[src/rtl/core/s20_pkg.sv]
// Package for the Salsa20 stream block: shared types, constants and helpers.
// No dependencies.
`timescale 1ns / 1ps
package s20_pkg;

   localparam logic [31:0] SIGMA0 = 32'h61707865;
   localparam logic [31:0] SIGMA1 = 32'h3320646E;
   localparam logic [31:0] SIGMA2 = 32'h79622D32;
   localparam logic [31:0] SIGMA3 = 32'h6B206574;

   localparam logic [2:0] CSR_KEY01 = 3'd0;
   localparam logic [2:0] CSR_KEY23 = 3'd1;
   localparam logic [2:0] CSR_KEY45 = 3'd2;
   localparam logic [2:0] CSR_KEY67 = 3'd3;
   localparam logic [2:0] CSR_NONCE = 3'd4;

   typedef struct packed {
      logic        start_message;
      logic [31:0] message_word;
      logic [2:0]  valid_bytes;
   } item_type;

   typedef enum logic [1:0] {
      ST_IDLE,
      ST_ROUND,
      ST_FEED,
      ST_OUT
   } state_type;

   function automatic logic [31:0] rotl(input logic [31:0] v, input int s);
      rotl = (v << s) | (v >> (32 - s));
   endfunction

   function automatic logic [3:0] lane(input logic odd, input logic [1:0] q,
                                       input logic [1:0] p);
      logic [3:0] c;
      logic [3:0] r;
      c = {q + p, q};
      r = {q, q + p};
      lane = odd ? r : c;
   endfunction

endpackage

[src/rtl/core/s20_front.sv]
// Front part: two-entry queue that accepts request beats for the back part.
// Depends on s20_pkg.
`timescale 1ns / 1ps
module s20_front import s20_pkg::*; (
   input  logic     clock,
   input  logic     reset,
   input  logic     req_valid,
   output logic     req_stall,
   input  item_type req_item,
   output logic     q_valid,
   input  logic     q_take,
   output item_type q_item
);
   item_type   mem_ff [2];
   logic [1:0] cnt_ff, cnt_in;
   logic       wp_ff, rp_ff;
   logic       push;

   assign req_stall = cnt_ff[1];
   assign push = req_valid && !req_stall;
   assign q_valid = cnt_ff != 2'd0;
   assign q_item = mem_ff[rp_ff];

   always_comb begin
      cnt_in = cnt_ff + 2'(push) - 2'(q_take && q_valid);
   end

   always_ff @(posedge clock) begin
      if (reset) begin
         cnt_ff <= 2'd0;
         wp_ff <= 1'b0;
         rp_ff <= 1'b0;
      end else begin
         cnt_ff <= cnt_in;
         if (push) wp_ff <= !wp_ff;
         if (q_take && q_valid) rp_ff <= !rp_ff;
      end
      if (push) mem_ff[wp_ff] <= req_item;
   end

   a_no_over: assert property (@(posedge clock) disable iff (reset)
      cnt_ff <= 2'd2) else $error("queue overflow");
   a_stall: assert property (@(posedge clock) disable iff (reset)
      cnt_ff == 2'd2 |-> req_stall) else $error("full queue not stalling");
   a_take: assert property (@(posedge clock) disable iff (reset)
      (q_take && q_valid && !push) |=> cnt_ff == $past(cnt_ff) - 2'd1)
      else $error("pop lost");
endmodule

[src/rtl/core/s20_back.sv]
// Back part: Salsa20 core with one quarter-round per cycle and the XOR stage.
// Depends on s20_pkg.
`timescale 1ns / 1ps
module s20_back import s20_pkg::*; #(
   parameter int ROUNDS = 20
) (
   input  logic        clock,
   input  logic        reset,
   input  logic [63:0] key01,
   input  logic [63:0] key23,
   input  logic [63:0] key45,
   input  logic [63:0] key67,
   input  logic [63:0] nonce,
   input  logic        q_valid,
   output logic        q_take,
   input  item_type    q_item,
   output logic        rsp_valid,
   input  logic        rsp_stall,
   output logic [31:0] rsp_cipher_word,
   output logic [2:0]  rsp_out_valid_bytes
);
   localparam int RW = $clog2(ROUNDS + 1);

   state_type   st_ff, st_in;
   logic [31:0] m_ff [16];
   logic [31:0] ks_ff [16];
   logic [63:0] ctr_ff;
   logic [3:0]  pos_ff;
   logic [RW-1:0] rnd_ff;
   logic [1:0]  qr_ff;
   logic [3:0]  fi_ff;
   logic        fresh_ff;
   item_type    it_ff;
   logic        out_v_ff;
   logic [31:0] out_w_ff;
   logic [2:0]  out_b_ff;
   logic [31:0] init [16];
   logic [63:0] ctr_use;
   logic [3:0]  pos_use;
   logic [3:0]  a, b, c, d;
   logic [31:0] nb, nc, nd, na;
   logic [31:0] mask;
   logic        out_free;
   logic        need_blk;
   logic        fire;

   assign ctr_use = it_ff.start_message ? 64'd0 : ctr_ff;
   assign pos_use = it_ff.start_message ? 4'd0 : pos_ff;
   assign out_free = !out_v_ff || !rsp_stall;
   assign need_blk = (pos_use == 4'd0) && !fresh_ff;
   assign fire = (st_ff == ST_OUT) && !need_blk && out_free;

   always_comb begin
      init[0] = SIGMA0;          init[1] = key01[31:0];
      init[2] = key01[63:32];    init[3] = key23[31:0];
      init[4] = key23[63:32];    init[5] = SIGMA1;
      init[6] = nonce[31:0];     init[7] = nonce[63:32];
      init[8] = ctr_use[31:0];   init[9] = ctr_use[63:32];
      init[10] = SIGMA2;         init[11] = key45[31:0];
      init[12] = key45[63:32];   init[13] = key67[31:0];
      init[14] = key67[63:32];   init[15] = SIGMA3;
   end

   always_comb begin
      a = lane(rnd_ff[0], qr_ff, 2'd0);
      b = lane(rnd_ff[0], qr_ff, 2'd1);
      c = lane(rnd_ff[0], qr_ff, 2'd2);
      d = lane(rnd_ff[0], qr_ff, 2'd3);
      nb = m_ff[b] ^ rotl(m_ff[a] + m_ff[d], 7);
      nc = m_ff[c] ^ rotl(nb + m_ff[a], 9);
      nd = m_ff[d] ^ rotl(nc + nb, 13);
      na = m_ff[a] ^ rotl(nd + nc, 18);
   end

   always_comb begin
      unique case (it_ff.valid_bytes)
         3'd0:    mask = 32'h0;
         3'd1:    mask = 32'h0000_00FF;
         3'd2:    mask = 32'h0000_FFFF;
         3'd3:    mask = 32'h00FF_FFFF;
         default: mask = 32'hFFFF_FFFF;
      endcase
   end

   always_comb begin
      st_in = st_ff;
      q_take = 1'b0;
      unique case (st_ff)
         ST_IDLE: begin
            if (q_valid) begin
               q_take = 1'b1;
               st_in = ST_OUT;
            end
         end
         ST_OUT: begin
            if (need_blk) st_in = ST_ROUND;
            else if (out_free) st_in = ST_IDLE;
         end
         ST_ROUND: begin
            if (qr_ff == 2'd3 && rnd_ff == RW'(ROUNDS - 1)) st_in = ST_FEED;
         end
         ST_FEED: begin
            if (fi_ff == 4'd15) st_in = ST_OUT;
         end
         default: st_in = ST_IDLE;
      endcase
   end

   always_ff @(posedge clock) begin
      if (reset) begin
         st_ff <= ST_IDLE;
         ctr_ff <= 64'd0;
         pos_ff <= 4'd0;
         out_v_ff <= 1'b0;
         rnd_ff <= '0;
         qr_ff <= 2'd0;
         fi_ff <= 4'd0;
         fresh_ff <= 1'b0;
      end else begin
         st_ff <= st_in;
         out_v_ff <= fire || (out_v_ff && rsp_stall);
         if (st_ff == ST_OUT && need_blk) begin
            for (int i = 0; i < 16; i++) m_ff[i] <= init[i];
            rnd_ff <= '0;
            qr_ff <= 2'd0;
            fi_ff <= 4'd0;
            ctr_ff <= ctr_use;
            pos_ff <= 4'd0;
            it_ff.start_message <= 1'b0;
         end
         if (st_ff == ST_ROUND) begin
            m_ff[a] <= na;
            m_ff[b] <= nb;
            m_ff[c] <= nc;
            m_ff[d] <= nd;
            qr_ff <= qr_ff + 2'd1;
            if (qr_ff == 2'd3) rnd_ff <= rnd_ff + RW'(1);
         end
         if (st_ff == ST_FEED) begin
            ks_ff[fi_ff] <= m_ff[fi_ff] + init[fi_ff];
            fi_ff <= fi_ff + 4'd1;
            if (fi_ff == 4'd15) fresh_ff <= 1'b1;
         end
         if (fire) begin
            out_w_ff <= (it_ff.message_word ^ ks_ff[pos_use]) & mask;
            out_b_ff <= it_ff.valid_bytes;
            pos_ff <= pos_use + 4'd1;
            fresh_ff <= 1'b0;
            if (pos_use == 4'd15) ctr_ff <= ctr_ff + 64'd1;
         end
      end
      if (q_take) it_ff <= q_item;
   end

   assign rsp_valid = out_v_ff;
   assign rsp_cipher_word = out_w_ff;
   assign rsp_out_valid_bytes = out_b_ff;
endmodule

[src/rtl/core/salsa20_stream_xor.sv]
// Top level of the Salsa20 stream XOR block: CSRs, front queue, back core.
// Depends on s20_pkg, s20_front and s20_back.
//
// Channel  Dir  Handshake            Fields
// req_     in   req_valid/req_stall  start_message, message_word, valid_bytes
// rsp_     out  rsp_valid/rsp_stall  cipher_word, out_valid_bytes
// csr_     in   csr_valid/csr_ready  index, data
//
// The back part takes a beat from the queue only once it has issued the last.
// The first beat of each 64-byte block first loads the state, runs the rounds
// one quarter-round at a time and adds the input words back in the feed state.
// Reset is synchronous and clears the keys, nonce, counter and position.
// The request side stalls when the two-entry queue is full, and a stalled
// response holds the back part.
`timescale 1ns / 1ps
module salsa20_stream_xor import s20_pkg::*; #(
   parameter int ROUNDS = 20
) (
   input  logic        clock,
   input  logic        reset,
   input  logic        req_valid,
   output logic        req_stall,
   input  logic        req_start_message,
   input  logic [31:0] req_message_word,
   input  logic [2:0]  req_valid_bytes,
   output logic        rsp_valid,
   input  logic        rsp_stall,
   output logic [31:0] rsp_cipher_word,
   output logic [2:0]  rsp_out_valid_bytes,
   input  logic        csr_valid,
   output logic        csr_ready,
   input  logic [2:0]  csr_index,
   input  logic [63:0] csr_data
);
   logic [63:0] k01_ff, k23_ff, k45_ff, k67_ff, nonce_ff;
   logic        q_valid, q_take;
   item_type    q_item, req_item;

   assign csr_ready = 1'b1;
   assign req_item = {req_start_message, req_message_word, req_valid_bytes};

   always_ff @(posedge clock) begin
      if (reset) begin
         k01_ff <= '0; k23_ff <= '0; k45_ff <= '0; k67_ff <= '0; nonce_ff <= '0;
      end else if (csr_valid) begin
         unique case (csr_index)
            CSR_KEY01: k01_ff <= csr_data;
            CSR_KEY23: k23_ff <= csr_data;
            CSR_KEY45: k45_ff <= csr_data;
            CSR_KEY67: k67_ff <= csr_data;
            CSR_NONCE: nonce_ff <= csr_data;
            default: ;
         endcase
      end
   end

   s20_front u_front (.*);
   s20_back #(.ROUNDS(ROUNDS)) u_back (
      .clock, .reset, .key01(k01_ff), .key23(k23_ff), .key45(k45_ff), .key67(k67_ff),
      .nonce(nonce_ff), .q_valid, .q_take, .q_item, .rsp_valid, .rsp_stall,
      .rsp_cipher_word, .rsp_out_valid_bytes);
endmodule

[config.mk]
export PLATFORM = sky130hd
export DESIGN_NAME = salsa20_stream_xor
export DESIGN_NICKNAME = d
export VERILOG_FILES = /design/src/rtl/core/s20_pkg.sv /design/src/rtl/core/s20_front.sv /design/src/rtl/core/s20_back.sv /design/src/rtl/core/salsa20_stream_xor.sv
export SDC_FILE = /design/constraint.sdc
export NUM_CORES = 2
export LEC_CHECK = 0
export BUFFER_PORTS_ARGS = -buffer_cell sky130_fd_sc_hd__buf_2
export CELL_PAD_IN_SITES_DETAIL_PLACEMENT = 1
export CELL_PAD_IN_SITES_GLOBAL_PLACEMENT = 1
export CORE_UTILIZATION = 57
export CTS_BUF_LIST = sky130_fd_sc_hd__clkbuf_2
export DETAILED_ROUTE_END_ITERATION = 7
export PLACE_DENSITY = 0.87
export SLEW_MARGIN = 40
export SYNTH_ARGS = -nofsm -noshare
export SYNTH_HDL_FRONTEND = slang
export SYNTH_SLANG_ARGS = --single-unit
[constraint.sdc]
create_clock -name clock -period 26.6 [get_ports clock]
set_clock_uncertainty 0.1 [all_clocks]
set_input_delay 7.98 -clock clock [delete_from_list [all_inputs] [get_ports clock]]
set_output_delay 7.98 -clock clock [all_outputs]
set_load 0.05 [all_outputs]
==> summary.txt, run 1 <==
Post-synth EDFFs - 1167
Initial Utilization - 57.4%
Die width - 393 um
Stop err - [ERROR GRT-0232] Routing congestion too high. Check the congestion heatmap in the GUI.
Main synth FF type - edfxtp_1
Gpl congestion - 1.15
Height of the chip - 393 um
Port bufs - 144
Mapped Area - 87100 um^2
Cts repair resizes - 0
CTS sink count - 1581
Seq cells post-synth - 1581
Sequential area share after synthesis - 49.7%
Setup repair bufs after CTS - 0
H-tree levels - 5
Syn_area_per_cell - 10.5 um^2
# IOs - 146
Largest cells by area after synthesis - edfxtp_1, dfxtp_1, mux4_2
Post-CTS Hold Fix Bufs - 0
Synth warn - 0
Largest net degree at the start of global routing - 91
Root Buffer - clkbuf_2
Asr flop ratio synth - 0%
Cells after Synth - 8292
Stop stage - 5_1_grt
# placed instances - 10.1k
Hpwl dp - 346000 um
Synth top area share - 40.2%
Area leader, netlist - edfxtp_1
Syn Nets - 8571
Post-place setup slack - 8310 ps
Global-route usage over all layers - 73.7%
Site Rows - 143
Gr ovfl total - 155
Post-synth cell types - 113
Cell Area, Placed - 91600 um^2
Max Root-Sink Buffers - 4
Outcome - aborted with a tool error
CTS buffer count - 414
==> through the flow <==
step / utilization, % / hold slack (ps)
4_1_cts: 62.6 / 384
3_5_place_dp: 60.3 / 366
3_3_place_gp: 59.8 / 360
2_1_floorplan: - / 334
==> kinds of logic after synthesis <==
family	count (synthesis)	share of synthesized area (%)
AOI/OAI and AO/OA	2253	15.8
adders and majority gates	173	2.52
buffers and inverters	721	3.22
DFF	1581	49.7
xor gates and xnor gates	302	3.38
other	1	0.00430
and+or+nand+nor	2559	12.4
muxes	702	12.9
==> Yosys cell counts, types with 44 or more instances <==
library cell,instances
o22ai_1,116
xor2_1,60
dfxtp_1,414
clkbuf_1,491
mux2i_1,249
mux4_2,322
buf_1,88
and3_1,46
inv_1,116
nor3_1,111
nor2_1,544
edfxtp_1,1167
a221oi_1,110
a21oi_1,843
nand3_1,154
ha_1,166
a31oi_1,60
a21o_1,90
o21ai_0,513
nand2_1,1439
xnor2_1,219
nor2b_1,44
o211ai_1,154
and2_1,47
mux2_2,131
a211oi_1,102
==> per-layer routing <==
layer | GRT overflow | GRT usage (%)
met5 | 0 | 42.2
met4 | 72 | 59.5
met3 | 3 | 61.2
met2 | 78 | 87.6
met1 | 2 | 78.4
==> run 2, diff against run 1 <==
CELL_PAD_IN_SITES_DETAIL_PLACEMENT = unset   (was 1)
CELL_PAD_IN_SITES_GLOBAL_PLACEMENT = unset   (was 1)
CORE_UTILIZATION = 40   (was 57)
CTS_BUF_LIST = unset   (was sky130_fd_sc_hd__clkbuf_2)
PLACE_DENSITY = unset   (was 0.87)
PLACE_DENSITY_LB_ADDON = 0.15   (was unset)
==> run 2 against run 1 <==
Against the previous run:
- the run now ends clean
- synthesized cell count stayed put
- area after synthesis stayed put
==> summary.txt, run 2 <==
Crit Reg-Reg Startpoint - u_back.qr_ff[1]
Hpwl dp - 334000 um
Crit-path slowest cell - buf_4
# IOs - 146
Sequential area share after synthesis - 49.7%
Largest net degree at the start of global routing - 106
Area grow syn2layout - 13.6%
Post-synth EDFFs - 1167
Worst r2r path cells - 66
Crit path to - u_back.m_ff[9][17]
Fin area - 98900 um^2
Global-route usage over all layers - 41.9%
Most frequent cells in the layout - nand2_1, edfxtp_1, a21oi_1
Die Area - 220000 um^2
Final hold violation count - 0
Commonest non-fill, non-tap cell in the layout - nand2_1
Port bufs - 144
Slew Limit Fails - 0
Critical Path RT - 27160 ps
Seq cells post-synth - 1581
CTS clk-pin slew, worst paths - 60 ps
Mapped Area - 87100 um^2
Startpoint Class - flip-flop
Setup repair bufs after CTS - 0
Syn_area_per_cell - 10.5 um^2
Gpl congestion - 1.10
Total Wirelength - 471000 um
Tcrit/Tclk final - 75.4%
Routed len/inst - 41.5 um
Max cap viols - 0
Final setup vio count - 0
Cts repair resizes - 0
Routed wl met2 - 184000 um
Crit. End Element - flip-flop
Root Buffer - clkbuf_16
Gr ovfl total - 0
Worst path most repeated cell - inv_1
Max-slew headroom - 29.9%
Area leader, netlist - edfxtp_1
Min-delay src - k67_ff[22]
Vias after detailed routing - 77.8k
First-pass GRT wire length - 619000 um
Largest cells by area after synthesis - edfxtp_1, dfxtp_1, mux4_2
RSZ-0062 raised after global routing - no
Fmax - 49.9 MHz
CTS tree - done
Share of cells above drive strength 1 - 17.3%
Crit path time final - 20050 ps
# DRC - 0
Synth top area share - 40.2%
Critical Path Start - u_back.qr_ff[1]
CTS sink count - 1581
Max layer used - met5
Asr flop ratio synth - 0%
Hold Worst Slack - 370 ps
Vias in the first global route - 69.9k
Most numerous cell in the Yosys netlist - nand2_1
Critical path class - reg2reg
Most common library cells after synthesis - nand2_1, edfxtp_1, a21oi_1
Post-CTS Hold Fix Bufs - 0
Post-synth cell types - 113
Die width - 469 um
Fin nets - 8583
ANT nets after route - 0
Wl on met1 - 181000 um
Height of the chip - 469 um
Drt first-iter violations - 13.1k
Initial Utilization - 40.4%
Biggest regs - u_back.ks_ff (512), u_back.m_ff (512), u_front.mem_ff (72)
R2r setup slk - 6550 ps
Clk_lat worst skew - 900 ps
Core area - 215000 um^2
Main synth FF type - edfxtp_1
Max Root-Sink Buffers - 3
CP max stage delay - 810 ps
Cell Area, Placed - 93000 um^2
Min-Delay Path Class - reg2reg
# fillers - 20.0k
Site Rows - 170
Syn Nets - 8571
Number of vias per cell - 6.86
Cells after Synth - 8292
First drt pass iteration count - 7
H-tree levels - 4
Fin Setup TNS - 0 ps
Outcome - finished clean
Met3 wire len - 75000 um
Critical R2R Capture - u_back.m_ff[9][17]
Critical Path Fanout Max - 44
Critical path arrival - 20610 ps
Synth warn - 0
Post-layout util - 45.9%
Worst-margin pin slew - 1050 ps
CTS buffer count - 177
Antenna violations before repair - 68
run 2: cell counts after synthesis:
No cell type changed its count.
run 2: logic make-up (layout without fill, tap and decap cells):
kind of cell	count (synthesis)	after routing	share of synthesized area [%]
flip-flops	1581	1581	49.7
adder cells (fa/ha/maj)	173	173	2.52
multiplexers	702	702	12.9
AO/OA/AOI/OAI	2253	2253	15.8
AND/OR/NAND/NOR	2559	2559	12.4
buffers and inverters	721	885	3.22
other	1	51	0.00430
XOR/XNOR	302	302	3.38
run 2: per-stage QoR:
stage	instances	setup WS, ps
after global routing	11311	5990
after global placement	10959	7220
final	11344	6550
after CTS	11292	7030
after detailed placement	10961	7150
after floorplan	8292	11870
run 2: worst min-delay path by stage:
stage | endpoint | cells after the start | slack, ps
floorplan | u_back.ctr_ff[63] | 1 | 330
global route | k67_ff[30] | 2 | 390
detailed placement | k01_ff[7] | 2 | 360
CTS | k01_ff[7] | 2 | 370
global placement | k01_ff[7] | 2 | 360
finish | k67_ff[22] | 2 | 370
run 2: layout make-up:
| cell class | instances | area, um^2 | area share [%] |
|---|---|---|---|
| inverter | 119 | 450 | 0.455 |
| clock inverter | 79 | 713 | 0.721 |
| clock buffer | 252 | 5020 | 5.08 |
| antenna | 50 | 125 | 0.126 |
| sequential | 1581 | 43400 | 43.8 |
| tap | 2838 | 3550 | 3.59 |
| timing repair buffer | 435 | 3060 | 3.10 |
| multi-input combinational | 5990 | 42600 | 43.1 |
run 2: layer usage:
metal	track usage [%]	vias to the layer above
li1	-	31013
met1	54.9	38773
met2	55.5	6521
met3	20.6	1445
met4	23.5	22
met5	1.10	-
run 2: worst max-delay path, delay by kind of cell, from the launching register on:
| family | cells | cell delay (ps) |
|---|---|---|
| AOI/OAI and AO/OA | 30 | 8990 |
| xor gates and xnor gates | 5 | 1880 |
| adders and majority gates | 7 | 2760 |
| buffers and inverters | 11 | 2920 |
| DFF | 1 | 300 |
| muxes | 1 | 420 |
| and+or+nand+nor | 12 | 2230 |
Power of run 2 is left out: the tool's default activity adds up to more than one toggle a clock period on the data nets, which glitch-free logic cannot reach.
